`config.mk`:
```
export PLATFORM = sky130hd
export DESIGN_NAME = pn2_front
export DESIGN_NICKNAME = d
export VERILOG_FILES = /design/src/rtl/core/pn2_pkg.sv /design/src/rtl/core/pn2_front.sv
export SDC_FILE = /design/constraint.sdc
export NUM_CORES = 1
export LEC_CHECK = 0
export ABC_AREA = 1
export ABC_CLOCK_PERIOD_IN_PS = 1000
export BUFFER_PORTS_ARGS = -buffer_cell sky130_fd_sc_hd__buf_4
export CAP_MARGIN = 10
export CORE_MARGIN = 10
export CORE_UTILIZATION = 27
export DETAILED_ROUTE_END_ITERATION = 16
export PLACE_DENSITY = 0.88
export SLEW_MARGIN = 10
export SYNTH_ARGS = -nofsm -noshare
export SYNTH_HDL_FRONTEND = slang
export SYNTH_SLANG_ARGS = --single-unit
```
`constraint.sdc`:
```
create_clock -name vclk -period 1
set_input_delay 0.1 -clock vclk [all_inputs]
set_output_delay 0.1 -clock vclk [all_outputs]
set_load 0.03 [all_outputs]
```
`src/rtl/core/pn2_pkg.sv`:
```
// Shared types and constants for the 2-D gradient noise core.
package pn2_pkg;

  localparam int GRID_DIM   = 64;
  localparam int GRID_BITS  = $clog2(GRID_DIM);
  localparam int FRAC_BITS  = 10;
  localparam int COORD_BITS = 16;
  localparam int BANKS      = 4;
  localparam int BANK_AW    = 2 * (GRID_BITS - 1);
  localparam int BANK_DEPTH = 1 << BANK_AW;
  localparam int Q_DEPTH    = 4;
  localparam int Q_AW       = $clog2(Q_DEPTH);
  localparam int PIPE_LEN   = 9;

  localparam logic KIND_LOAD  = 1'b0;
  localparam logic KIND_QUERY = 1'b1;

  typedef struct packed {
    logic                            is_query;
    logic [1:0]                      wsel;
    logic [BANK_AW-1:0]              waddr;
    logic [31:0]                     wdata;
    logic [BANKS-1:0][BANK_AW-1:0]   raddr;
    logic [FRAC_BITS-1:0]            tx;
    logic [FRAC_BITS-1:0]            ty;
    logic                            px;
    logic                            py;
  } cmd_t;

endpackage

```
`src/rtl/core/pn2_front.sv`:
```
// Front end: classifies an item and maps its corners onto the four table banks.
module pn2_front import pn2_pkg::*; (
  input  logic        kind,
  input  logic [5:0]  cell_col,
  input  logic [5:0]  cell_row,
  input  logic [15:0] grad_x,
  input  logic [15:0] grad_y,
  input  logic [15:0] coord_x,
  input  logic [15:0] coord_y,
  output cmd_t        cmd
);

  logic [GRID_BITS-1:0] x0, x1, y0, y1;
  logic [GRID_BITS-1:0] col [BANKS];
  logic [GRID_BITS-1:0] row [BANKS];
  logic [GRID_BITS-1:0] lcol, lrow;

  assign x0   = coord_x[FRAC_BITS +: GRID_BITS];
  assign y0   = coord_y[FRAC_BITS +: GRID_BITS];
  assign x1   = GRID_BITS'(x0 + 1'b1);
  assign y1   = GRID_BITS'(y0 + 1'b1);
  assign lcol = GRID_BITS'(cell_col);
  assign lrow = GRID_BITS'(cell_row);

  always_comb begin
    cmd.is_query = (kind == KIND_QUERY);
    cmd.wsel     = {lrow[0], lcol[0]};
    cmd.waddr    = {lrow[GRID_BITS-1:1], lcol[GRID_BITS-1:1]};
    cmd.wdata    = {grad_y, grad_x};
    cmd.tx       = coord_x[FRAC_BITS-1:0];
    cmd.ty       = coord_y[FRAC_BITS-1:0];
    cmd.px       = x0[0];
    cmd.py       = y0[0];
    for (int b = 0; b < BANKS; b++) begin
      col[b] = (x0[0] == b[0]) ? x0 : x1;
      row[b] = (y0[0] == b[1]) ? y0 : y1;
      cmd.raddr[b] = {row[b][GRID_BITS-1:1], col[b][GRID_BITS-1:1]};
    end
  end

endmodule

```
==> metrics.log <==
[metrics] Synth area leader: sky130_fd_sc_hd__buf_4
[metrics] antenna cells: 0
[metrics] synthesized cell area: between 900 and 1000 um^2
[metrics] buffer and inverter count on the worst path: 2
[metrics] total overflow reported by the global router: 0
[metrics] input/output buffers: between 50 and 60
[metrics] final HPWL from detailed placement: around 2600 um
[metrics] count of routing violations after the opening detailed-route iteration: 6
[metrics] placement-stage cell area: around 910 um^2
[metrics] Yosys top cell area share: 0.6633
[metrics] status: completed
[metrics] Final Net Count: just over 200
[metrics] gp weighted congestion: 0.7541
[metrics] Pleak: approximately 0.56 nW
[metrics] Avg Synthesized Cell Area: around 6.7 um^2
[metrics] time the worst path needs with I/O delays and setup: around 0.99 ns
[metrics] DIE WIDTH: about 80 um
[metrics] proportion of synthesized chip area in sequential cells: 0
[metrics] number of clock buffer instances in the layout: 0
[metrics] setup repair after global routing missed its margin: yes
[metrics] maximum VDD drop: approximately 300 uV
[metrics] final cell count without fillers: 166
[metrics] Worst Path Required: around 0.9 ns
[metrics] DRC violations left: 0
[metrics] count of placed standard cells including taps: ~160
[metrics] ratio of final minimum period to clock period: 0.9894
[metrics] largest incremental delay on the critical path: between 0.15 and 0.2 ns
[metrics] number of antenna violations at the first check in global routing: 0
[metrics] number of global-route vias before repair: around 810
[metrics] number of nets produced by synthesis: ~230
[metrics] number of primary I/O pins: 184
[metrics] Final Hold Fails: 0
[metrics] data arrival time of the critical path: around 0.9 ns
[metrics] CP max-delay cell: sky130_fd_sc_hd__o21ai_2
[metrics] peak clock frequency supported by timing: slightly above 1000 MHz
[metrics] count of synthesis-stage warnings from yosys: 0
[metrics] count of distinct cell types in the synthesized netlist: 14
[metrics] instance count along the most critical hold path: 0
[metrics] power density over the cells: 761.8 nW/um^2
[metrics] number of hold buffers added after CTS: 0
[metrics] pin slew with the least headroom to its limit: ~0.20 ns
[metrics] series of cell instances along the critical path: buf_6, ha_4, xnor2_4, o21ai_2, buf_6
[metrics] cell with the most instances on the worst path: sky130_fd_sc_hd__buf_6
[metrics] Critical Path Start Type: primary input
[metrics] CP Capture Type: output pin
[metrics] core outline area: between 3000 and 4000 um^2
[metrics] Mapped Cells: ~150
[metrics] detailed-route wire length per cell: between 15 and 20 um
[metrics] fraction of final layout cells with drive strength greater than 1: 0.7833
[metrics] most frequent standard cell in the layout excluding fill and tap cells: sky130_fd_sc_hd__buf_4
[metrics] final std cell area, no fill: 1122 um^2
[metrics] maximum number of pins on one net before global-route repair: 8
[metrics] FF+latch area: 0 um^2
[metrics] vias: approximately 740
[metrics] Worst path depth: 5
[metrics] Final Max Slew Viols: 0
[metrics] path class of the lowest-slack min-delay path: primary input to output pin
[metrics] starting density of the core: 0.2861
[metrics] post-route worst hold slack: 0.2000 ns
[metrics] Detailed Routing Iterations Pass 1: 4
[metrics] total global-route track usage: 0.07847
[metrics] layout-stage area growth over the synthesis result: 13.98%
[metrics] Setup Crit Path Kind: primary input to output pin
[metrics] first-pass GRT wire length: ~4300 um
[metrics] row count: 21
[metrics] DR vias/cell: approximately 4.4
[metrics] relative slew slack: 0.8687
[metrics] max cap viols: 0
[metrics] cell family with the largest share of critical-path delay: buffers and inverters
[metrics] FF+latch count: 0
[metrics] Finish-stage setup viols: 0
[metrics] full die area: 6463 um^2
[metrics] critical path fanouts, max: 4
[metrics] Die Y-Extent: 80.39 um
[metrics] highest-count cells in the layout ignoring fill and taps: sky130_fd_sc_hd__buf_4, sky130_fd_sc_hd__buf_6, sky130_fd_sc_hd__nand2_1
[metrics] post-detailed-routing wire length: 2990 um
[metrics] top cells by area in the synthesized netlist: sky130_fd_sc_hd__buf_4, sky130_fd_sc_hd__nand2_1, sky130_fd_sc_hd__ha_1
[metrics] antenna viol nets, final: 0
final timing paths:
| kind | from | end | slack (ns) |
|---|---|---|---|
| setup / recovery | coord_y[10] | cmd[48] | 0.01 |
| hold / removal | coord_x[6] | cmd[18] | 0.20 |
area by class of cell:
cell class	count	area, um^2
Timing Repair Buffer	63	578.1
Multi-Input combinational cell	48	450.4
Fill cell	351	2320
Tap cell	46	57.56
Inverter	9	36.28
layer usage:
metal  GRT usage  routed length (um)
met5           0                   0
met4     0.02641                 121
met1     0.05210                 670
met3     0.08352                 768
met2      0.1393                1428
Yosys cell counts:
master,n
sky130_fd_sc_hd__inv_2,1
sky130_fd_sc_hd__nand3_1,6
sky130_fd_sc_hd__xnor2_1,2
sky130_fd_sc_hd__buf_4,87
sky130_fd_sc_hd__ha_1,4
sky130_fd_sc_hd__nand2_1,20
sky130_fd_sc_hd__xor2_1,2
sky130_fd_sc_hd__clkbuf_1,4
sky130_fd_sc_hd__nand2_2,2
sky130_fd_sc_hd__nor2_4,2
sky130_fd_sc_hd__o21ai_1,4
sky130_fd_sc_hd__inv_1,8
sky130_fd_sc_hd__or2_2,2
sky130_fd_sc_hd__nand4_1,4
cell families (layout without fill, tap and decap cells):
group / after synthesis / in the layout / share of synthesized area
AOI/OAI and AO/OA: 4 / 4 / 0.02033
adders and majority gates: 4 / 4 / 0.05083
and+or+nand+nor: 36 / 36 / 0.1804
xor gates and xnor gates: 4 / 4 / 0.03558
buffers and inverters: 100 / 72 / 0.7128
through the flow:
step	setup slack, ns	power [W]	utilization	setup TNS, ns
floorplan	-0.1501	0.001011	-	-0.3062
global placement	-0.08022	0.0007399	0.2635	-0.5693
detailed placement	-0.1278	0.0007494	0.2635	-1.086
CTS	-0.03188	0.0008001	0.2886	-0.2480
global route	-0.03444	0.0009043	0.3261	-0.2495
finish	0.01063	0.0008549	0.3261	0
power breakdown:
group	internal [W]	switching (W)
clock network	0	0
registers	0	0
logic	0.000351	0.000504
timing repair:
action	in CTS	in global routing
resized for setup	21	26
pin swaps	9	20
endpoints found under the setup margin	20	26
setup buffers	0	2
No activity file was read; power rests on OpenSTA's default activity.
