$ cat src/rtl/core/pn2_pkg.sv
// Shared types and constants for the 2-D gradient noise core.
package pn2_pkg;

  localparam int GRID_DIM   = 64;
  localparam int GRID_BITS  = $clog2(GRID_DIM);
  localparam int FRAC_BITS  = 10;
  localparam int COORD_BITS = 16;
  localparam int BANKS      = 4;
  localparam int BANK_AW    = 2 * (GRID_BITS - 1);
  localparam int BANK_DEPTH = 1 << BANK_AW;
  localparam int Q_DEPTH    = 4;
  localparam int Q_AW       = $clog2(Q_DEPTH);
  localparam int PIPE_LEN   = 9;

  localparam logic KIND_LOAD  = 1'b0;
  localparam logic KIND_QUERY = 1'b1;

  typedef struct packed {
    logic                            is_query;
    logic [1:0]                      wsel;
    logic [BANK_AW-1:0]              waddr;
    logic [31:0]                     wdata;
    logic [BANKS-1:0][BANK_AW-1:0]   raddr;
    logic [FRAC_BITS-1:0]            tx;
    logic [FRAC_BITS-1:0]            ty;
    logic                            px;
    logic                            py;
  } cmd_t;

endpackage

$ cat src/rtl/core/pn2_queue.sv
// Short command queue between front and back.
module pn2_queue import pn2_pkg::*; (
  input  logic clk,
  input  logic rst,
  input  logic push,
  input  cmd_t din,
  input  logic pop,
  output cmd_t dout,
  output logic full,
  output logic empty
);

  cmd_t            mem [Q_DEPTH];
  logic [Q_AW-1:0] wptr, rptr;
  logic [Q_AW:0]   count;

  assign full  = (count == (Q_AW+1)'(Q_DEPTH));
  assign empty = (count == '0);
  assign dout  = mem[rptr];

  always_ff @(posedge clk) begin
    if (push) mem[wptr] <= din;
  end

  always_ff @(posedge clk) begin
    if (rst) begin
      wptr  <= '0;
      rptr  <= '0;
      count <= '0;
    end else begin
      if (push) wptr <= Q_AW'(wptr + 1'b1);
      if (pop)  rptr <= Q_AW'(rptr + 1'b1);
      count <= (Q_AW+1)'(count + (Q_AW+1)'(push) - (Q_AW+1)'(pop));
    end
  end

endmodule

$ cat config.mk
export PLATFORM = sky130hd
export DESIGN_NAME = pn2_queue
export DESIGN_NICKNAME = d
export VERILOG_FILES = /design/src/rtl/core/pn2_pkg.sv /design/src/rtl/core/pn2_queue.sv
export SDC_FILE = /design/constraint.sdc
export NUM_CORES = 1
export LEC_CHECK = 0
export ABC_CLOCK_PERIOD_IN_PS = 8800
export BUFFER_PORTS_ARGS = -buffer_cell sky130_fd_sc_hd__buf_2
export CAP_MARGIN = 20
export CORE_UTILIZATION = 40
export DETAILED_ROUTE_END_ITERATION = 8
export GPL_ROUTABILITY_DRIVEN = 1
export SLEW_MARGIN = 20
export SYNTH_ARGS = -nofsm -noshare
export SYNTH_HDL_FRONTEND = slang
export SYNTH_SLANG_ARGS = --single-unit
$ cat constraint.sdc
create_clock -name clk -period 8.8 [get_ports clk]
set_input_delay 0 -clock clk [delete_from_list [all_inputs] [get_ports clk]]
set_output_delay 0 -clock clk [all_outputs]
set_load 0.02 [all_outputs]
==> results of run 1 <==
per-stage QoR:
step                      std cells  hold slack [ns]  cell area (µm²)  worst slack, ns  utilization
after floorplan                 601           0.0716            15800             5.31            -
after global placement         1321            0.215            17500             6.26        0.451
after detailed placement       1321            0.216            17500             6.24        0.451
after CTS                      1509            0.170            20000             5.80        0.515
after global routing           1510            0.190            20000             5.68        0.515
final                          1511            0.204            20000             5.89        0.515
final cells by class:
type                    instances  area [µm²]  area share
clock buffers                  57        1210      0.0607
well taps                     518         648      0.0324
clock inverters                20         145     0.00726
repair buffers                337        2260       0.113
diodes                          2        5.00    0.000250
flip-flops and latches        437       13000       0.652
multi-input cells             134        2660       0.133
inverters                       6        22.5     0.00113
logic make-up (layout without fill, tap and decap cells):
logic type               count (synthesis)  count (layout)  synth area share
AO/OA/AOI/OAI                            2               2          0.000947
adder cells (fa/ha/maj)                  7               7           0.00600
AND/OR/NAND/NOR                         14              14           0.00474
flip-flops                             437             437             0.822
other                                    0               2                 0
XOR/XNOR                                 3               3           0.00261
buffers and inverters                   30             420            0.0107
multiplexers                           108             108             0.153
flip-flops by register name, indices dropped and copies added, names as in the netlist, named ones only:
signal / cells
rptr: 2
wptr: 2
count: 3
mem: 428
cell usage after synthesis, drive strengths merged:
cell type / n
mux2i: 1
ha: 6
edfxtp: 428
xnor2: 2
and2: 4
dfxtp: 9
nor2: 5
a21bo: 1
and3: 1
a21oi: 1
nor3: 1
nor2b: 2
mux4: 107
inv: 6
fa: 1
clkbuf: 7
buf: 17
xor3: 1
nand3b: 1
path summary, 6_finish.rpt:
kind	to	slack, ns	depth (start not counted)
max	dout[96]	5.89	3
min	mem[0][57]	0.20	2
max reg2reg	mem[1][93]	6.31	3
min reg2reg	flip-flop	0.54	2
metal layers:
layer	global-route usage	vias to the layer above	routed length, µm
met1	0.218	3795	14000
met2	0.243	187	14500
met4	0.0436	0	596
met3	0.0381	44	1770
li1	-	3309	-
met5	0	-	0
where the power goes:
part / total, mW / switching (mW) / leakage [nW] / internal, mW
sequential: 2.43 / 0.0368 / 4.01 / 2.39
combinational: 0.517 / 0.291 / 2.09 / 0.226
clock: 1.76 / 0.730 / 0.659 / 1.03
total: 4.70 / 1.06 / 6.75 / 3.65
what timing repair did:
item / 4_1_cts / 5_1_grt
hold buffers: 111 / 0
setup buffers: 0 / 0
endpoints found under the hold margin: 437 / 0
gates resized for setup: 0 / 0
==> summary.md, run 1 <==
| Metric | Value |
|---|---|
| Status | `finished clean` |
| Crit-path slowest cell | `dfxtp_4` |
| WL final | `30.9 mm` |
| Io pins | `220` |
| Worst-path cell chain | `buf_4 > mux4_2 > buf_2` |
| CP Launch Type | `flip-flop` |
| WL per Instance | `20.4 µm` |
| H-tree depth | `2` |
| Largest net degree at the start of global routing | `68` |
| GRT Resource Usage Total | `0.155` |
| Fin crit period | `2.91 ns` |
| Commonest non-fill, non-tap cell in the layout | `edfxtp_1` |
| Worst setup EP type | `output port` |
| Worst-Margin Slew | `1.05 ns` |
| CTS Buffer Depth | `3` |
| CTS buffer count | `45` |
| Post-DP HPWL | `17.7 mm` |
| Synth top area share | `0.811` |
| Rel. slew slack | `0.302` |
| Top cells by area, synth | `edfxtp_1 81%, mux4_2 15%, dfxtp_1 1.1%` |
| Insertion delay to the later sink of the worst-skew pair | `0.54 ns` |
| Ys Warns | `0` |
| Total Power | `4.70 mW` |
| Vias/cell | `4.85` |
| Max stage delay on crit path | `0.97 ns` |
| Worst hold start | `din[57]` |
| # port buffers | `219` |
| Count of cell types in the netlist | `21` |
| First-pass GRT wire length | `47.3 mm` |
| Synth Register Bits | `437` |
| Yosys top cell by area | `edfxtp_1` |
| Critical path type | `flip-flop to output port` |
| Syn-to-layout area delta | `26.1%` |
| Worst-path clk slew | `0.06 ns` |
| Chip height | `201 µm` |
| Initial antenna violation count | `2` |
| DRC | `0` |
| Fill cell count | `3,125` |
| Critical Path AT | `2.91 ns` |
| Leak | `6.75 nW` |
| Post-synthesis cell count | `601` |
| Crit path max fanout | `62` |
| Routed Antenna Nets | `0` |
| Core box area | `38,800 µm²` |
| Register area share after synthesis | `0.822` |
| Crit share post-route | `0.330` |
| Fmax | `0.344 GHz` |
| FF-to-FF Start | `wptr[0]` |
| Final net count | `1,079` |
| Total Negative Setup Slacks | `0 ns` |
| Hold crit path type | `primary input to flip-flop` |
| Crit path buf inv count | `2` |
| Total congestion overflow | `0` |
| Fraction of layout cells with a size suffix above 1 | `0.399` |
| VDD IR-drop max | `146 µV` |
| Hold Vio Cnt, Final | `0` |
| Post-Syn Area | `15,800 µm²` |
| Final Max Slew Viols | `0` |
| Initial Util | `0.408` |
| Vias | `7,335` |
| Average size of a mapped cell | `26.4 µm²` |
| Clk sinks | `437` |
| Critical path data required time | `8.80 ns` |
| Total nets after synthesis | `719` |
| Chip Width | `201 µm` |
| Gpl congestion | `0.683` |
| Final setup viols | `0` |
| Die area | `40,400 µm²` |
| Worst path top cell family by delay | `flip-flops` |
| Pwr per Cell Area | `235 nW/µm²` |
| Worst Skew | `0.0106 ns` |
| RSZ-0062 raised after global routing | `false` |
| TritonCTS clock tree | `done` |
| Commonest cells after routing, fill and taps aside | `428 x edfxtp_1, 219 x buf_2, 111 x dlygate4sd3_1` |
| CTS Root Cell | `clkbuf_16` |
| Drt pass-1 iters | `4` |
| Number of global-route vias before repair | `8,039` |
| Num rows | `72` |
| 1st-iter DRT viols | `394` |
| Max cap viols | `0` |
Note: power is estimated with default switching activity, not from simulation.
==> inputs of run 2 (changes only) <==
ABC_CLOCK_PERIOD_IN_PS = 2550   (was 8800)
clock period = 2.55 ns   (was 8.8 ns; I/O delays follow)
==> summary.md, run 2 (same netlist as run 1, synthesis figures left out) <==
| Metric | Value |
|---|---|
| CTS Buffer Depth | `3` |
| Chip Width | `201 µm` |
| Crit-path slowest cell | `mux4_2` |
| Critical path data required time | `2.55 ns` |
| Drt pass-1 iters | `4` |
| Commonest non-fill, non-tap cell in the layout | `edfxtp_1` |
| Post-DP HPWL | `17.0 mm` |
| Core box area | `38,800 µm²` |
| Crit share post-route | `0.849` |
| Io pins | `220` |
| H-tree depth | `2` |
| Met2 Use GR | `0.251` |
| Total Power | `16.3 mW` |
| WL final | `30.5 mm` |
| Max cap viols | `0` |
| Hold EP | `mem[2][101]` |
| 1st-iter DRT viols | `446` |
| DRC | `0` |
| First-pass GRT wire length | `47.8 mm` |
| Max stage delay on crit path | `0.61 ns` |
| Worst-path clk slew | `0.06 ns` |
| Status | `finished clean` |
| Fmax | `0.462 GHz` |
| Largest registers | `mem: 428 flops, count: 3 flops` |
| Biggest register | `mem` |
| R2R Path End | `mem[1][61]` |
| Critical path type | `flip-flop to output port` |
| Met3 Track Usage GR | `0.0373` |
| Final Max Slew Viols | `0` |
| Max FFs per register | `428` |
| Chip height | `201 µm` |
| Worst setup EP type | `output port` |
| Largest net degree at the start of global routing | `58` |
| Insertion delay to the later sink of the worst-skew pair | `0.56 ns` |
| Path depth of the worst reg2reg path | `3` |
| R2R setup slack | `0.91 ns` |
| Busiest layer in global routing | `met2` |
| Routed Antenna Nets | `0` |
| Hold crit path type | `primary input to flip-flop` |
| FF-to-FF Start | `wptr[0]` |
| Dpl cell area | `17,700 µm²` |
| Pwr per Cell Area | `807 nW/µm²` |
| # port buffers | `219` |
| Leak | `6.83 nW` |
| Worst hold start | `din[101]` |
| N_diodes | `0` |
| Final net count | `1,085` |
| RSZ-0062 raised after global routing | `false` |
| CTS Root Cell | `clkbuf_16` |
| Hold-critical path depth | `2` |
| Die area | `40,400 µm²` |
| Critical Path AT | `2.16 ns` |
| CP Launch Type | `flip-flop` |
| Clk sinks | `437` |
| Post-CTS setup buffers | `0` |
| Fin crit period | `2.16 ns` |
| Grt met1 use | `0.208` |
| Gpl congestion | `0.704` |
| Total congestion overflow | `0` |
| TritonCTS clock tree | `done` |
| Worst Skew | `0.00868 ns` |
| VDD IR-drop max | `602 µV` |
| Crit path max fanout | `57` |
| Fraction of layout cells with a size suffix above 1 | `0.400` |
| Vias | `7,468` |
| Post-route cell area | `20,200 µm²` |
| Syn-to-layout area delta | `27.4%` |
| Num rows | `72` |
| Initial Util | `0.408` |
| Worst-path cell chain | `buf_12 > mux4_2 > buf_2` |
| Commonest cells after routing, fill and taps aside | `428 x edfxtp_1, 219 x buf_2, 111 x dlygate4sd3_1` |
| WL per Instance | `20.1 µm` |
| Final setup viols | `0` |
| Hold Vio Cnt, Final | `0` |
| CTS buffer count | `45` |
| Rel. slew slack | `0.644` |
| Vias/cell | `4.91` |
| Number of global-route vias before repair | `8,334` |
| GRT Resource Usage Total | `0.156` |
| Total Negative Setup Slacks | `0 ns` |
| Initial antenna violation count | `0` |
| Fin util | `0.520` |
| Worst-Margin Slew | `0.534 ns` |
## run 2: per-stage QoR
stage | hold slack (ns) | instances | setup slack [ns]
after floorplan | 0.0716 | 601 | 0.247
after global placement | 0.214 | 1327 | 0.927
after detailed placement | 0.217 | 1327 | 0.903
after CTS | 0.147 | 1520 | 0.299
after global routing | 0.177 | 1520 | 0.257
final | 0.195 | 1520 | 0.385
## run 2: worst max-delay path, delay by kind of cell (launching register included)
kind / cells / cell delay, ns
flip-flops: 1 / 0.37
multiplexers: 1 / 0.61
buffers and inverters: 2 / 0.55
## run 2: worst max path at each step
| stage | end | slack (ns) | cells past startpoint |
|---|---|---|---|
| after global routing | dout[105] | 0.26 | 3 |
| final | dout[73] | 0.39 | 3 |
| after floorplan | mem[2][0] | 0.25 | 3 |
| after global placement | dout[73] | 0.93 | 3 |
| after detailed placement | mem[1][54] | 0.90 | 3 |
| after CTS | dout[73] | 0.30 | 3 |
## run 2: power by group
group | switching (mW) | internal (mW) | total, mW | leakage (nW)
sequential | 0.0803 | 8.26 | 8.34 | 4.01
combinational | 1.03 | 0.818 | 1.85 | 2.16
clock | 2.55 | 3.56 | 6.12 | 0.669
total | 3.67 | 12.6 | 16.3 | 6.83
## run 2: layout make-up
type	count	area, µm²
Tap cell	518	648
Timing Repair Buffer	343	2450
Multi-Input combinational cell	134	2660
Clock inverter	22	146
Sequential cell	437	13000
Clock buffer	60	1220
Fill cell	3026	18600
Inverter	6	22.5
## run 2: layer usage
metal / share of wire / routed length, µm
met5: 0 / 0
met4: 0.022 / 685
met3: 0.053 / 1630
met2: 0.49 / 14900
met1: 0.44 / 13300
## run 2: timing repair
item,CTS,global route
hold buffers,111,0
gates resized for setup,0,0
hold endpoints to repair,437,0
==> inputs of run 3 (changes only) <==
ABC_CLOCK_PERIOD_IN_PS = 2000   (was 2550)
clock period = 2 ns   (was 2.55 ns; I/O delays follow)
==> summary.md, run 3 (same netlist as run 1, synthesis figures left out) <==
| Metric | Value |
|---|---|
| Fmax | `0.502 GHz` |
| Initial Util | `0.408` |
| Vias/cell | `4.95` |
| WL per Instance | `21.3 µm` |
| Max cap viols | `0` |
| Hold crit path type | `primary input to flip-flop` |
| Max FFs per register | `428` |
| Total congestion overflow | `0` |
| Crit-path slowest cell | `mux4_2` |
| Vias | `7,633` |
| Leak | `7.21 nW` |
| First-pass GRT wire length | `48.6 mm` |
| Max stage delay on crit path | `0.52 ns` |
| Critical Path AT | `1.99 ns` |
| Commonest non-fill, non-tap cell in the layout | `edfxtp_1` |
| Largest registers | `mem: 428 flops, count: 3 flops` |
| # port buffers | `219` |
| H-tree depth | `2` |
| Crit share post-route | `0.996` |
| Crit path max fanout | `7` |
| Io pins | `220` |
| CTS Buffer Depth | `3` |
| Chip Width | `201 µm` |
| Worst Skew | `0.00903 ns` |
| Core box area | `38,800 µm²` |
| Hold Vio Cnt, Final | `0` |
| Final net count | `1,108` |
| GRT Resource Usage Total | `0.161` |
| Chip height | `201 µm` |
| Routed Antenna Nets | `0` |
| Rel. slew slack | `0.692` |
| Insertion delay to the later sink of the worst-skew pair | `0.55 ns` |
| Critical path type | `flip-flop to output port` |
| Initial antenna violation count | `2` |
| WL final | `32.8 mm` |
| Post-DP HPWL | `17.7 mm` |
| Biggest register | `mem` |
| DRC | `0` |
| Status | `finished clean` |
| Syn-to-layout area delta | `33.4%` |
| Fin crit period | `1.99 ns` |
| Gpl congestion | `0.693` |
| Critical path data required time | `2.00 ns` |
| TritonCTS clock tree | `done` |
| CP Launch Type | `flip-flop` |
| Largest net degree at the start of global routing | `68` |
| CTS Root Cell | `clkbuf_16` |
| Number of global-route vias before repair | `8,306` |
| Pwr per Cell Area | `1000 nW/µm²` |
| Num rows | `72` |
| Worst-Margin Slew | `0.462 ns` |
| Worst-path cell chain | `buf_12 > clkbuf_16 > mux4_2 > buf_6` |
| Die area | `40,400 µm²` |
| Worst setup EP type | `output port` |
| Worst-path clk slew | `0.06 ns` |
| Clk sinks | `437` |
| Fraction of layout cells with a size suffix above 1 | `0.413` |
| Commonest cells after routing, fill and taps aside | `428 x edfxtp_1, 151 x buf_2, 111 x dlygate4sd3_1` |
| Fin util | `0.545` |
| Final setup viols | `0` |
| RSZ-0062 raised after global routing | `true` |
| Hold slack | `0.192 ns` |
| Drt pass-1 iters | `4` |
| CTS buffer count | `45` |
| Final Max Slew Viols | `0` |
| VDD IR-drop max | `825 µV` |
| 1st-iter DRT viols | `317` |
-- run 3: power breakdown --
| part | leakage (nW) | internal, mW | switching [mW] |
|---|---|---|---|
| logic | 2.55 | 1.48 | 1.46 |
| clock network | 0.653 | 4.42 | 3.25 |
| registers | 4.01 | 10.5 | 0.102 |
| total | 7.21 | 16.4 | 4.81 |
-- run 3: final timing paths --
path	start	end	slack, ns	cells after the start
setup / recovery	flip-flop	dout[18]	0.008	4
hold / removal	din[0]	mem[2][0]	0.19	2
setup reg to reg	count[0]	count[0]	0.27	6
hold reg to reg	rptr[1]	flip-flop	0.53	2
-- run 3: final cells by class --
class,instances,area (µm²)
multi-input cells,134,2660
clock buffers,62,1230
inverters,6,22.5
well taps,518,648
repair buffers,366,3430
clock inverters,18,113
fillers,2970,17700
flip-flops and latches,437,13000
diodes,1,2.50
-- run 3: metrics by stage --
| stage | power, mW | TNS, ns | setup WS, ns | area, µm² | std cells |
|---|---|---|---|---|---|
| global placement | 13.1 | 0 | 0.418 | 17800 | 1333 |
| global route | 22.0 | -3.56 | -0.0694 | 21100 | 1541 |
| CTS | 21.2 | -2.17 | -0.0675 | 20600 | 1533 |
| detailed placement | 13.1 | 0 | 0.390 | 17800 | 1333 |
| finish | 21.2 | 0 | 0.00763 | 21100 | 1542 |
| floorplan | 12.2 | 0 | 0.248 | 15900 | 601 |
-- run 3: critical path, delay by kind of cell (launching register included) --
family                 cells  cell delay [ns]
buffers and inverters      3             0.53
muxes                      1             0.52
DFF                        1             0.38
-- run 3: routing by layer --
metal	share of wire	vias to the layer above	GRT usage
met1	0.42	3984	0.204
met3	0.062	54	0.0427
li1	-	3379	-
met5	0.00043	-	0
met2	0.50	214	0.267
met4	0.022	2	0.0559
-- run 3: what timing repair did --
item / CTS / global route
gates cloned: 6 / 8
hold buffers: 111 / 0
resized for setup: 52 / 99
setup buffers: 3 / 0
setup endpoints to repair: 107 / 106
endpoints found under the hold margin: 437 / 0
